File: config.mk
export PLATFORM = sky130hd
export DESIGN_NAME = fixed_step_tick_accumulator_top
export DESIGN_NICKNAME = d
export VERILOG_FILES = /design/src/rtl/fsta_pkg.sv /design/src/rtl/fixed_step_tick_accumulator_top.sv /design/src/rtl/fsta_div.sv
export SDC_FILE = /design/constraint.sdc
export NUM_CORES = 2
export LEC_CHECK = 0
export BUFFER_PORTS_ARGS = -buffer_cell sky130_fd_sc_hd__buf_2
export CORE_MARGIN = 1
export CORE_UTILIZATION = 40
export DETAILED_ROUTE_END_ITERATION = 10
export SETUP_SLACK_MARGIN = 0.05
export SYNTH_ARGS = -nofsm -noshare
export SYNTH_HDL_FRONTEND = slang
export SYNTH_SLANG_ARGS = --single-unit
export TNS_END_PERCENT = 20
File: constraint.sdc
create_clock -name clk -period 22.6 [get_ports clk]
set_clock_uncertainty 0.2 [all_clocks]
set_input_delay 1.13 -clock clk [delete_from_list [all_inputs] [get_ports clk]]
set_output_delay 1.13 -clock clk [all_outputs]
set_load 0.005 [all_outputs]
File: src/rtl/fsta_pkg.sv
// fixed step tick accumulator: shared constants, widths and handshake structs
// used by fsta_div and fixed_step_tick_accumulator_top; no dependencies
`default_nettype none

package fsta_pkg;

	// timestamp and fixed point widths
	localparam int TIME_W    = 48;
	localparam int WIN_W     = 11;
	localparam int FRAC_W    = 24;
	localparam int SYNC_W    = 32;
	localparam int ELAP_W    = 34;
	localparam int D_W       = FRAC_W + 1;
	localparam int TPS_W     = 16;
	localparam int SPEED_W   = 24;
	localparam int CFG_IDX_W = 1;
	localparam int CFG_DAT_W = 24;
	localparam int TICK_W    = 4;
	localparam int HI_W      = 18;
	localparam int PQ_W      = ELAP_W - 3;

	// shared multiplier operand widths
	localparam int MUL_A_W = 34;
	localparam int MUL_B_W = 29;
	localparam int MUL_P_W = MUL_A_W + MUL_B_W;

	// serial divider sizing
	localparam int DIV_NUM_W = WIN_W + FRAC_W;
	localparam int DIV_DEN_W = TIME_W - 1;
	localparam int DIV_CNT_W = $clog2(DIV_NUM_W + 1);

	// constants of the behaviour
	localparam logic [WIN_W-1:0]   SYNC_WINDOW_MS = 11'd1000;
	localparam logic [7:0]         MAX_TICKS      = 8'd10;
	localparam logic [21:0]        BLEND_W        = 22'd3355443;
	localparam logic [ELAP_W-1:0]  ELAP_LIMIT     = 34'd16777216000;
	localparam logic [HI_W-1:0]    HI_LIMIT       = 18'd256000;
	localparam logic [SYNC_W-1:0]  SYNC_RESET     = 32'h0100_0000;
	localparam logic [D_W-1:0]     D_ONE          = 25'h100_0000;
	localparam logic [TPS_W-1:0]   TPS_RESET      = 16'd5120;
	localparam logic [SPEED_W-1:0] SPEED_RESET    = 24'd65536;

	// division by 1000 as a shift by 3, then x / 125 = (x * DIV125_MUL) >> DIV125_SH,
	// exact for every x below 2^31
	localparam logic [MUL_B_W-1:0] DIV125_MUL     = 29'd274877907;
	localparam int                 DIV125_SH      = 35;

	// configuration register indexes
	localparam logic [CFG_IDX_W-1:0] REG_TICKS_PER_SECOND = 1'b0;
	localparam logic [CFG_IDX_W-1:0] REG_SPEED_FACTOR     = 1'b1;

	// divider request and response
	typedef struct packed {
		logic                 start;
		logic [DIV_NUM_W-1:0] dividend;
		logic [DIV_DEN_W-1:0] divisor;
	} div_req_t;

	typedef struct packed {
		logic                 busy;
		logic                 done;
		logic [DIV_NUM_W-1:0] quotient;
	} div_rsp_t;

endpackage

`default_nettype wire

File: src/rtl/fixed_step_tick_accumulator_top.sv
// fixed_step_tick_accumulator_top: turns timestamp pairs into whole ticks and a fraction
// one item per pass of a small sequencer around a shared multiplier and fsta_div
// when the scaled elapsed time saturates, the divide-by-125 states are skipped; when the
// sync window closes on a valid span, the blend first waits for the 35-step serial divider
// one item at a time: the next is accepted after the result is loaded and the sequencer idles
// reset: arst_n clears all timing state, sync factor to 1.0, registers to 20 tps and speed 1.0
`default_nettype none

module fixed_step_tick_accumulator_top (
	input  logic                               clk,
	input  logic                               arst_n,
	input  logic                               in_valid,
	output logic                               in_ready,
	input  logic [fsta_pkg::TIME_W-1:0]        sys_time_ms,
	input  logic [fsta_pkg::TIME_W-1:0]        hires_time_ms,
	output logic                               out_valid,
	input  logic                               out_ready,
	output logic [fsta_pkg::TICK_W-1:0]        tick_count,
	output logic [fsta_pkg::FRAC_W-1:0]        partial_tick,
	input  logic                               cfg_we,
	input  logic [fsta_pkg::CFG_IDX_W-1:0]     cfg_index,
	input  logic [fsta_pkg::CFG_DAT_W-1:0]     cfg_data
);
	import fsta_pkg::*;

	typedef enum logic [13:0] {
		S_IDLE = 14'b00000000000001,
		S_ADV  = 14'b00000000000010,
		S_RDIV = 14'b00000000000100,
		S_BMUL = 14'b00000000001000,
		S_BUPD = 14'b00000000010000,
		S_ELAP = 14'b00000000100000,
		S_MHI  = 14'b00000001000000,
		S_MLO  = 14'b00000010000000,
		S_PSUM = 14'b00000100000000,
		S_DMUL = 14'b00001000000000,
		S_DQ   = 14'b00010000000000,
		S_SPD  = 14'b00100000000000,
		S_TPS  = 14'b01000000000000,
		S_ACC  = 14'b10000000000000
	} state_t;

	state_t state_q;

	// configuration
	logic [TPS_W-1:0]   tps_q;
	logic [SPEED_W-1:0] speed_q;

	// timing state
	logic [TIME_W-1:0] last_sys_q;
	logic [TIME_W-1:0] win_start_q;
	logic [TIME_W-1:0] last_hires_q;
	logic [WIN_W-1:0]  window_q;
	logic [SYNC_W-1:0] sync_q;
	logic [FRAC_W-1:0] acc_q;

	// working registers of one item
	logic [TIME_W-1:0]  sys_q;
	logic [TIME_W-1:0]  hr_q;
	logic [SYNC_W-1:0]  diff_q;
	logic               up_q;
	logic [ELAP_W-1:0]  e_q;
	logic [HI_W-1:0]    q_q;
	logic               qbig_q;
	logic [PQ_W-1:0]    pq_q;
	logic [D_W-1:0]     d_q;
	logic [MUL_P_W-1:0] prod_q;

	// output register
	logic              out_valid_q;
	logic [TICK_W-1:0] tick_q;
	logic [FRAC_W-1:0] part_q;

	div_req_t div_req;
	div_rsp_t div_rsp;

	logic              accept;
	logic              out_free;

	logic [TIME_W-1:0] adv;
	logic              in_win;
	logic [WIN_W-1:0]  wsum;
	logic              win_close;
	logic [TIME_W-1:0] span;
	logic              span_ok;
	logic              blend_go;

	logic [SYNC_W-1:0] ratio;
	logic              ratio_up;
	logic [SYNC_W:0]   sync_up;
	logic [53:0]       mag_sum;
	logic [29:0]       mag;
	logic [SYNC_W-1:0] sync_next;

	logic [TIME_W-1:0] ediff;
	logic [ELAP_W-1:0] e_next;

	logic [50:0]       p_sum;
	logic              sat_d;

	logic [MUL_A_W-1:0] mul_a;
	logic [MUL_B_W-1:0] mul_b;
	logic [MUL_P_W-1:0] prod;

	logic [40:0]       acc_sum;
	logic [31:0]       acc_sat;
	logic [7:0]        whole;
	logic [7:0]        capped;

	assign accept   = in_valid && in_ready;
	assign in_ready = (state_q == S_IDLE);
	assign out_free = !out_valid_q || out_ready;

	// system clock advance and window test
	assign adv       = sys_q - last_sys_q;
	assign in_win    = adv <= TIME_W'(SYNC_WINDOW_MS);
	assign wsum      = window_q + adv[WIN_W-1:0];
	assign win_close = wsum > SYNC_WINDOW_MS;
	assign span      = hr_q - win_start_q;
	assign span_ok   = !span[TIME_W-1] && (span != '0);
	assign blend_go  = in_win && win_close && span_ok;

	// ratio saturation and direction of the blend
	assign ratio    = (|div_rsp.quotient[DIV_NUM_W-1:SYNC_W]) ? '1
			: div_rsp.quotient[SYNC_W-1:0];
	assign ratio_up = ratio >= sync_q;

	// blend update, rounding the downward step away from zero
	assign sync_up = {1'b0, sync_q} + (SYNC_W + 1)'(prod_q[53:24]);
	assign mag_sum = prod_q[53:0] + 54'(24'hFF_FFFF);
	assign mag     = mag_sum[53:24];
	always_comb begin
		if (up_q) begin
			sync_next = sync_up[SYNC_W] ? '1 : sync_up[SYNC_W-1:0];
		end else begin
			sync_next = (SYNC_W'(mag) > sync_q) ? '0 : sync_q - SYNC_W'(mag);
		end
	end

	// elapsed high-resolution time, zero when negative, clamped to the limit
	assign ediff = hr_q - last_hires_q;
	always_comb begin
		if (ediff[TIME_W-1]) begin
			e_next = '0;
		end else if (ediff > TIME_W'(ELAP_LIMIT)) begin
			e_next = ELAP_LIMIT;
		end else begin
			e_next = ediff[ELAP_W-1:0];
		end
	end

	// elapsed times sync factor, recombined from the two half products
	assign p_sum = {1'b0, q_q, 16'b0} + {1'b0, prod_q[49:0]};
	assign sat_d = qbig_q || (p_sum >= 51'(ELAP_LIMIT));

	// serial divider: ratio of window length to span for the blend
	always_comb begin
		div_req.start    = (state_q == S_ADV) && blend_go;
		div_req.dividend = {wsum, FRAC_W'(0)};
		div_req.divisor  = span[DIV_DEN_W-1:0];
	end

	fsta_div u_div (
		.clk    (clk),
		.arst_n (arst_n),
		.req    (div_req),
		.rsp    (div_rsp)
	);

	// shared multiplier operand selection
	always_comb begin
		case (state_q)
			S_BMUL: begin
				mul_a = MUL_A_W'(diff_q);
				mul_b = MUL_B_W'(BLEND_W);
			end
			S_MHI: begin
				mul_a = e_q;
				mul_b = MUL_B_W'(sync_q[31:16]);
			end
			S_MLO: begin
				mul_a = e_q;
				mul_b = MUL_B_W'(sync_q[15:0]);
			end
			S_DMUL: begin
				mul_a = MUL_A_W'(pq_q);
				mul_b = DIV125_MUL;
			end
			S_SPD: begin
				mul_a = MUL_A_W'(d_q);
				mul_b = MUL_B_W'(speed_q);
			end
			S_TPS: begin
				mul_a = MUL_A_W'(prod_q[47:16]);
				mul_b = MUL_B_W'(tps_q);
			end
			default: begin
				mul_a = '0;
				mul_b = '0;
			end
		endcase
	end

	assign prod = MUL_P_W'(mul_a) * MUL_P_W'(mul_b);

	// accumulator with saturation and tick extraction
	assign acc_sum = 41'(acc_q) + 41'(prod_q[47:8]);
	assign acc_sat = (|acc_sum[40:32]) ? '1 : acc_sum[31:0];
	assign whole   = acc_sat[31:24];
	assign capped  = (whole > MAX_TICKS) ? MAX_TICKS : whole;

	// configuration registers
	always_ff @(posedge clk or negedge arst_n) begin
		if (!arst_n) begin
			tps_q   <= TPS_RESET;
			speed_q <= SPEED_RESET;
		end else if (cfg_we) begin
			case (cfg_index)
				REG_TICKS_PER_SECOND: tps_q   <= cfg_data[TPS_W-1:0];
				REG_SPEED_FACTOR:     speed_q <= cfg_data[SPEED_W-1:0];
				default: ;
			endcase
		end
	end

	// sequencer and timing state
	always_ff @(posedge clk or negedge arst_n) begin
		if (!arst_n) begin
			state_q      <= S_IDLE;
			last_sys_q   <= '0;
			win_start_q  <= '0;
			last_hires_q <= '0;
			window_q     <= '0;
			sync_q       <= SYNC_RESET;
			acc_q        <= '0;
			out_valid_q  <= 1'b0;
		end else begin
			if ((state_q == S_ACC) && out_free) begin
				out_valid_q <= 1'b1;
			end else if (out_ready) begin
				out_valid_q <= 1'b0;
			end
			case (state_q)
				S_IDLE: begin
					if (accept) begin
						state_q <= S_ADV;
					end
				end
				S_ADV: begin
					last_sys_q <= sys_q;
					if (in_win) begin
						if (win_close) begin
							window_q    <= '0;
							win_start_q <= hr_q;
							state_q     <= span_ok ? S_RDIV : S_ELAP;
						end else begin
							window_q <= wsum;
							state_q  <= S_ELAP;
						end
					end else begin
						last_hires_q <= hr_q;
						state_q      <= S_ELAP;
					end
				end
				S_RDIV: begin
					if (div_rsp.done) begin
						state_q <= S_BMUL;
					end
				end
				S_BMUL: state_q <= S_BUPD;
				S_BUPD: begin
					sync_q  <= sync_next;
					state_q <= S_ELAP;
				end
				S_ELAP: begin
					last_hires_q <= hr_q;
					state_q      <= S_MHI;
				end
				S_MHI:  state_q <= S_MLO;
				S_MLO:  state_q <= S_PSUM;
				S_PSUM: state_q <= sat_d ? S_SPD : S_DMUL;
				S_DMUL: state_q <= S_DQ;
				S_DQ:   state_q <= S_SPD;
				S_SPD:  state_q <= S_TPS;
				S_TPS:  state_q <= S_ACC;
				S_ACC: begin
					if (out_free) begin
						acc_q   <= acc_sat[FRAC_W-1:0];
						state_q <= S_IDLE;
					end
				end
				default: state_q <= S_IDLE;
			endcase
		end
	end

	// working registers of the item in flight
	always_ff @(posedge clk) begin
		if (accept) begin
			sys_q <= sys_time_ms;
			hr_q  <= hires_time_ms;
		end
		if ((state_q == S_RDIV) && div_rsp.done) begin
			up_q   <= ratio_up;
			diff_q <= ratio_up ? ratio - sync_q : sync_q - ratio;
		end
		if (state_q == S_ELAP) begin
			e_q <= e_next;
		end
		if (state_q == S_MLO) begin
			q_q    <= prod_q[HI_W-1:0];
			qbig_q <= prod_q[49:0] >= 50'(HI_LIMIT);
		end
		// divide by 1000: drop three bits here, then multiply by the reciprocal of 125
		if (state_q == S_PSUM) begin
			if (sat_d) begin
				d_q <= D_ONE;
			end else begin
				pq_q <= p_sum[ELAP_W-1:3];
			end
		end
		if (state_q == S_DQ) begin
			d_q <= {1'b0, prod_q[DIV125_SH+FRAC_W-1:DIV125_SH]};
		end
		if (state_q inside {S_BMUL, S_MHI, S_MLO, S_DMUL, S_SPD, S_TPS}) begin
			prod_q <= prod;
		end
		if ((state_q == S_ACC) && out_free) begin
			tick_q <= capped[TICK_W-1:0];
			part_q <= acc_sat[FRAC_W-1:0];
		end
	end

	assign out_valid    = out_valid_q;
	assign tick_count   = tick_q;
	assign partial_tick = part_q;

`ifndef SYNTHESIS
	a_window_bound: assert property (@(posedge clk) disable iff (!arst_n)
		window_q <= SYNC_WINDOW_MS)
		else $error("window counter beyond the sync window");

	a_div_start_idle: assert property (@(posedge clk) disable iff (!arst_n)
		div_req.start |-> !div_rsp.busy)
		else $error("divider started while busy");

	a_div_done_waited: assert property (@(posedge clk) disable iff (!arst_n)
		div_rsp.done |-> (state_q == S_RDIV))
		else $error("divider result with no state waiting for it");

	a_elapsed_bound: assert property (@(posedge clk) disable iff (!arst_n)
		(state_q == S_SPD) |-> (d_q <= D_ONE))
		else $error("scaled elapsed time above one second");

	a_tick_cap: assert property (@(posedge clk) disable iff (!arst_n)
		out_valid_q |-> (tick_q <= TICK_W'(MAX_TICKS)))
		else $error("tick count above the cap");
`endif

endmodule

`default_nettype wire

File: src/rtl/fsta_div.sv
// fsta_div: restoring serial divider, one quotient bit per cycle
// depends on fsta_pkg for widths and the request and response structs
`default_nettype none

module fsta_div (
	input  logic               clk,
	input  logic               arst_n,
	input  fsta_pkg::div_req_t req,
	output fsta_pkg::div_rsp_t rsp
);
	import fsta_pkg::*;

	logic                 busy_q;
	logic                 done_q;
	logic [DIV_CNT_W-1:0] cnt_q;
	logic [DIV_NUM_W-1:0] quo_q;
	logic [DIV_DEN_W-1:0] den_q;
	logic [DIV_DEN_W-1:0] rem_q;
	logic [DIV_DEN_W:0]   trial;
	logic [DIV_DEN_W:0]   trial_sub;
	logic                 fits;

	// shift the next dividend bit into the partial remainder and try a subtract
	assign trial     = {rem_q, quo_q[DIV_NUM_W-1]};
	assign trial_sub = trial - {1'b0, den_q};
	assign fits      = trial >= {1'b0, den_q};

	// step counter and status
	always_ff @(posedge clk or negedge arst_n) begin
		if (!arst_n) begin
			busy_q <= 1'b0;
			done_q <= 1'b0;
			cnt_q  <= '0;
		end else if (req.start) begin
			busy_q <= 1'b1;
			done_q <= 1'b0;
			cnt_q  <= DIV_CNT_W'(DIV_NUM_W);
		end else if (busy_q) begin
			cnt_q <= cnt_q - DIV_CNT_W'(1);
			if (cnt_q == DIV_CNT_W'(1)) begin
				busy_q <= 1'b0;
				done_q <= 1'b1;
			end
		end else begin
			done_q <= 1'b0;
		end
	end

	// quotient bits replace dividend bits as they are shifted out
	always_ff @(posedge clk) begin
		if (req.start) begin
			quo_q <= req.dividend;
			den_q <= req.divisor;
			rem_q <= '0;
		end else if (busy_q) begin
			rem_q <= fits ? trial_sub[DIV_DEN_W-1:0] : trial[DIV_DEN_W-1:0];
			quo_q <= {quo_q[DIV_NUM_W-2:0], fits};
		end
	end

	assign rsp = '{busy: busy_q, done: done_q, quotient: quo_q};

endmodule

`default_nettype wire

# ---- Yosys cells after proc, flatten, opt, wreduce, memory -nomap -nowiden
# Cells that the tools add are included.
dict set report word_totals {
  elab_cells 144
  input_bits 126
  ff_bits 728
  output_inout_bits 30
}
dict set report classes {
  multipliers 1
  n_reduce_logical 32
  n_eq_ne 20
  order_cmp 9
  bitwise 2
  n_addsub 13
  muxes 36
}
# operator n
set op_table {}
lappend op_table {{case mux 14 bit (14 select lines)} 1}
lappend op_table {{two-way mux 32 bit} 6}
lappend op_table {{case mux 29 bit (6 select lines)} 1}
lappend op_table {{case mux 34 bit (5 select lines)} 1}
lappend op_table {{subtractor 48 bit} 3}
lappend op_table {{case mux 48 bit (2 select lines)} 1}
lappend op_table {{two-way mux 24 bit} 3}
lappend op_table {{two-way mux 35 bit} 2}
lappend op_table {{subtractor 32 bit} 2}
lappend op_table {{multiplier 34 x 29 -> 59 bit} 1}
lappend op_table {{two-way mux 14 bit} 4}
lappend op_table {{adder 54 x 24 -> 54 bit (second input constant)} 1}
lappend op_table {{adder 34 x 50 -> 51 bit} 1}
lappend op_table {{>= comparator 51 x 34 -> 1 bit (second input constant)} 1}
lappend op_table {{>= comparator 50 x 18 -> 1 bit (second input constant)} 1}
lappend op_table {{>= comparator 48 x 47 -> 1 bit} 1}
lappend op_table {{> comparator 48 x 34 -> 1 bit (second input constant)} 1}
lappend op_table {{less-or-equal comparator 48 x 10 -> 1 bit (second input constant)} 1}
lappend op_table {{two-way mux 48 bit} 1}
lappend op_table {{nonzero test 48 bit} 1}
lappend op_table {{two-way mux 47 bit} 1}
lappend op_table {{subtractor 47 bit} 1}
lappend op_table {{adder 24 x 40 -> 41 bit} 1}
lappend op_table {{two-way mux 34 bit} 1}
lappend op_table {{other kinds (41)} 75}

# ---- Longest topological paths before layout
dict set report depth {
  word_depth 7
  ltp_mapped 44
  mapped_depth_nobuf 40
}

# ---- Modules after synthesis
# Synthesis repeated with hierarchy kept, for this count alone.
dict set report hier_totals {
  cells_unflattened 8580
  hier_area_um2 78223.8
}
# mod seq_area_each_um2 area_per_inst_um2 cells_per_inst instances
set modules_own_cells {}
lappend modules_own_cells {fixed_step_tick_accumulator_top 16412.0 69750.6 7726 1}
lappend modules_own_cells {fsta_div 3603.5 8473.1 854 1}

# ---- Least setup slack after synthesis
# Ideal clock, no wire load.
dict set report synth_timing {
  path_kind {reg2reg}
  from {register state_q[1]}
  to {register prod_q[55], data pin}
  n_path_buf 4
  setup_ns 0.260
  period_less_slack_ns 10.964
  t_required_ns 22.140
  setup_slack_ns 11.636
  arrival_ns 10.505
  stages_incl_launch_ff 40
  path_cell_list {dfrtp_1 nor3_1 nor4b_1 nand2_1 or3_1 nor3b_1 or2_2 clkbuf_1 clkbuf_1 buf_1 a211o_1 clkbuf_1 nand2_1 fa_1 inv_1 fa_1 inv_1 fa_1 [4 not listed] fa_1 inv_1 fa_1 inv_1 ha_1 a21o_1 a21o_1 a21oi_1 nand3_1 o31a_1 nand2_1 o21a_1 o21bai_1 nand2b_1 a2111oi_0 o41ai_1 a21oi_1 xnor2_1}
}
dict set report synth_between {
  elab_chain_cells 4
  elab_cells_between_ends 10
  cone_classes {mul: 1; eq/ne: 6; mux: 2; reduce/logical: 1}
}
# item line
set synth_lines {}
lappend synth_lines {{start, declared} fixed_step_tick_accumulator_top.sv:43} ;# state_t state_q;
lappend synth_lines {{start signal, assigned} fixed_step_tick_accumulator_top.sv:255} ;# state_q <= span_ok ? S_RDIV : S_ELAP;
lappend synth_lines {{start signal, assigned} fixed_step_tick_accumulator_top.sv:281} ;# S_PSUM: state_q <= sat_d ? S_SPD : S_DMUL;
lappend synth_lines {{== test 14 x 7 -> 1 bit / == test 14 x 8 -> 1 bit (equally long branches)} fixed_step_tick_accumulator_top.sv:172} ;# case (state_q)
lappend synth_lines {{OR reduction 2 bit (no source line)} -}
lappend synth_lines {{case mux 34 bit (5 select lines)} fixed_step_tick_accumulator_top.sv:172}
lappend synth_lines {{multiplier 34 x 29 -> 59 bit *} fixed_step_tick_accumulator_top.sv:204} ;# assign prod = MUL_P_W'(mul_a) * MUL_P_W'(mul_b);
lappend synth_lines {{via prod[55]} fixed_step_tick_accumulator_top.sv:103} ;# logic [MUL_P_W-1:0] prod;
lappend synth_lines {{end signal, assigned} fixed_step_tick_accumulator_top.sv:326} ;# prod_q <= prod;
lappend synth_lines {{end, declared} fixed_step_tick_accumulator_top.sv:67} ;# logic [MUL_P_W-1:0] prod_q;
# Mark *: on every way through the listed nets, which the timed path passes. The rest lies on a longest branch.
# A chain may end at the register's enable or synchronous reset.

# ---- Final worst setup path
dict set report layout_timing {
  from {register state_q[1]}
  to {register prod_q[58], data pin}
}
# Same word-level chain as after synthesis.

==> summary.txt <==
STA
  – Fin. Hold Viols: 0
  – Final setup fails: 0
  – Slew Limit Fails: 0
  – Worst-margin pin slew: 1.421 ns
  – Final Cycle Share: 0.5561
  – Relative slew slack: 0.05275
  – Fmax: 79.56 MHz
  – Crit path time final: 12.57 ns
  – Total negative slack: 0 ns
  – Unrepaired setup endpoints after global routing: false

Yosys
  – Syn Inst Count: 8473
  – Seq cells post-synth: 728
  – Yosys warns: 0
  – Mean post-synth cell area: 9.074 um2
  – Post-Syn Area: 76880 um2
  – Ys flop type: edfxtp_1
  – Number of flops mapped to enable cells by yosys: 382
  – Ys async rst share: 0.3764
  – Library cells used by synthesis: 95
  – Sequential area share after synthesis: 0.2572

Floorplanning
  – Core Area: 190600 um2
  – Die W: 440.4 um
  – Starting density of the core: 0.4034
  – Die area: 194000 um2
  – Die Height: 440.4 um
  – Rows: 160
  – I/O pin count: 156

CTS
  – CTS tree: built
  – CTS clk-pin slew, worst paths: 0.06 ns
  – Clock Path Buffers: 3
  – Resize count post-CTS: 0
  – Clock Tree Root: clkbuf_16
  – Level count of the clock H-tree: 3
  – Clk sinks: 728
  – CTS Buf Count: 88
  – Post-CTS Hold Buffers: 0
  – Postcts setup bufs: 0
  – Worst-skew pair later-pin latency: 0.75 ns

Setup path
  – Critical path peak fanout: 44
  – CP endpoint kind: flip-flop
  – Crit Reg-Reg Startpoint: state_q[1]$_DFFE_PN0P_
  – Crit path largest cell delay: 0.76 ns
  – Slowest cell on the critical path: and2_0
  – CP arrival: 12.84 ns
  – Most frequent CP cell: fa_1
  – WS Path Type: flip-flop to flip-flop
  – Worst reg2reg endpoint: prod_q[58]$_DFFE_PP_
  – Delay-heaviest family, CP: adder cells
  – Flop2flop setup slack: 10.03 ns
  – Startpoint type of the worst setup path: flip-flop
  – Reg2Reg Depth: 39
  – Worst EP required: 22.87 ns
  – Worst Path Buf+Inv: 9

Detailed routing
  – Avg WL per Cell: 24.08 um
  – DR vias: 63060
  – Final ANT Viol Nets: 0
  – WL final: 267100 um
  – DRT iter0 DRCs: 5663
  – Pre-antenna DRT Iters: 10
  – Drc violations: 0
  – Vias per cell: 5.686

Pwr
  – PwrDens: 64.06 nW/um2
  – Switching part of the total power: 0.3913
  – Max VDD drop: 0.08608 mV
  – Seq pwr share: 0.314
  – Logic pwr share: 0.406
  – Psw: 2.101 mW
  – Pleak: 39.25 nW
  – Clock power frac: 0.280
  – Int Pwr: 3.267 mW

Place
  – HPWL Detailed: 208300 um
  – Routability cong.: 0.9804
  – # port buffers: 155
  – DP Cell Count: 10920

Run
  – Maxcap violations: 0

Global routing
  – Largest net degree at the start of global routing: 95
  – GRT Util Overall: 0.2757
  – Initial antenna violation count: 10
  – First-pass GRT wire length: 400400 um
  – Number of global-route vias before repair: 62990
  – GRT overflow: 0

Layout
  – Commonest non-fill, non-tap cells in the layout: inv_1, nand2_1, nor2_1
  – Share of post-route cells with drive strength above 1: 0.07838
  – Commonest non-fill, non-tap cell in the layout: inv_1
  – Layout fillers: 18640
  – Post-Layout Cell Count: 11090
  – Nets@finish: 10010
  – Area Overhead vs Synth: 8.998%

Status
  – Status: finished clean

Worst hold path
  – Hold WC Path Type: primary input to async pin
layer usage:
layer,GRT usage,up-vias,routed length (um)
met3,0.04718,615,20450
met1,0.3490,31340,106900
met5,0,-,17
met2,0.4537,2581,124200
met4,0.1361,2,15580
li1,-,28530,-
registers in the layout, indices dropped and copies added, names as in the netlist, 4 cells and up:
register and count:
last_hires_q 48, acc_q 24, tick_count 4, last_sys_q 48, u_div.den_q 47, u_div.quo_q 35
win_start_q 48, q_q 18, pq_q 31, tps_q 16, speed_q 24, partial_tick 24
prod_q 59, state_q 14, e_q 34, sync_q 32, diff_q 32, u_div.cnt_q 6
d_q 25, hr_q 48, sys_q 48, window_q 11, u_div.rem_q 47
Yosys cell counts, drive strengths merged (18+ instances only):
cell type,instances,area share
o31ai,26,0.0025
mux2i,86,0.011
dfrtp,269,0.088
o211a,18,0.0023
o211ai,35,0.0034
o21a,68,0.0066
and2,81,0.0066
a21o,216,0.021
nor2b,70,0.0057
nand4,95,0.0077
and3,78,0.0063
a211oi,79,0.0078
a21boi,22,0.0021
nor2,776,0.038
a21oi,464,0.030
xor2,134,0.015
mux2,160,0.024
a211o,34,0.0039
a31oi,96,0.0078
inv,1266,0.062
fa,738,0.19
a221o,39,0.0051
nor3,102,0.0066
nand2b,94,0.0076
edfxtp,382,0.15
dfxtp,72,0.019
o21ai,346,0.023
xnor2,240,0.027
a221oi,31,0.0035
nand3,117,0.0076
or3,34,0.0028
a22oi,24,0.0023
o21bai,62,0.0061
nor4,53,0.0046
ha,646,0.11
nand2,812,0.040
clkbuf,336,0.016
buf,34,0.0023
logic make-up after synthesis:
kind of cell    after synthesis  share of synthesized area
mux                         246                    0.03556
fa+ha+maj                  1384                     0.2973
simple gates               2400                     0.1424
flops                       728                     0.2572
xor+xnor                    374                    0.04261
compound gates             1703                     0.1442
buf+inv                    1636                    0.08056
other cells                   2                 0.00009768
how the worst max path moves through the flow:
stage	from	to	depth (start not counted)
floorplan	state_q[1]$_DFFE_PN0P_	prod_q[55]$_DFFE_PP_	39
global placement	state_q[1]$_DFFE_PN0P_	prod_q[55]$_DFFE_PP_	39
detailed placement	state_q[1]$_DFFE_PN0P_	prod_q[58]$_DFFE_PP_	39
CTS	state_q[1]$_DFFE_PN0P_	prod_q[58]$_DFFE_PP_	39
global route	state_q[1]$_DFFE_PN0P_	prod_q[58]$_DFFE_PP_	39
finish	state_q[1]$_DFFE_PN0P_	prod_q[58]$_DFFE_PP_	39
power groups by stage:
stage / logic (mW) / clock network (mW) / registers, mW
4_1_cts: 2.17 / 1.53 / 1.69
3_3_place_gp: 2.14 / 0 / 1.71
6_report: 2.18 / 1.50 / 1.69
2_1_floorplan: 1.58 / 0 / 1.65
5_1_grt: 2.41 / 1.58 / 1.70
3_5_place_dp: 2.15 / 0 / 1.71
area by class of cell:
cell class / instances / area [um2] / share of cell area
multi-input combinational: 6145 / 51460 / 0.6140
clock buffer: 115 / 2396 / 0.02859
sequential: 728 / 19780 / 0.2360
timing repair buffer: 269 / 1642 / 0.01959
antenna: 6 / 15.01 / 0.0001792
tap: 2511 / 3142 / 0.03749
clock inverter: 51 / 616.8 / 0.007361
inverter: 1266 / 4752 / 0.05671
per-stage QoR:
stage	hold WS, ns	area, um2	utilization	total power [mW]	setup slack (ns)
final	0.1506	83800	0.4397	5.368	10.03
after global routing	0.1717	83790	0.4396	5.692	9.458
after CTS	0.1470	83780	0.4396	5.386	10.33
after detailed placement	0.2459	80770	0.4238	3.865	10.36
after global placement	0.2362	80770	0.4238	3.850	10.57
after floorplan	0.2177	77020	-	3.235	11.64
Note: power is estimated with default switching activity, not from simulation.
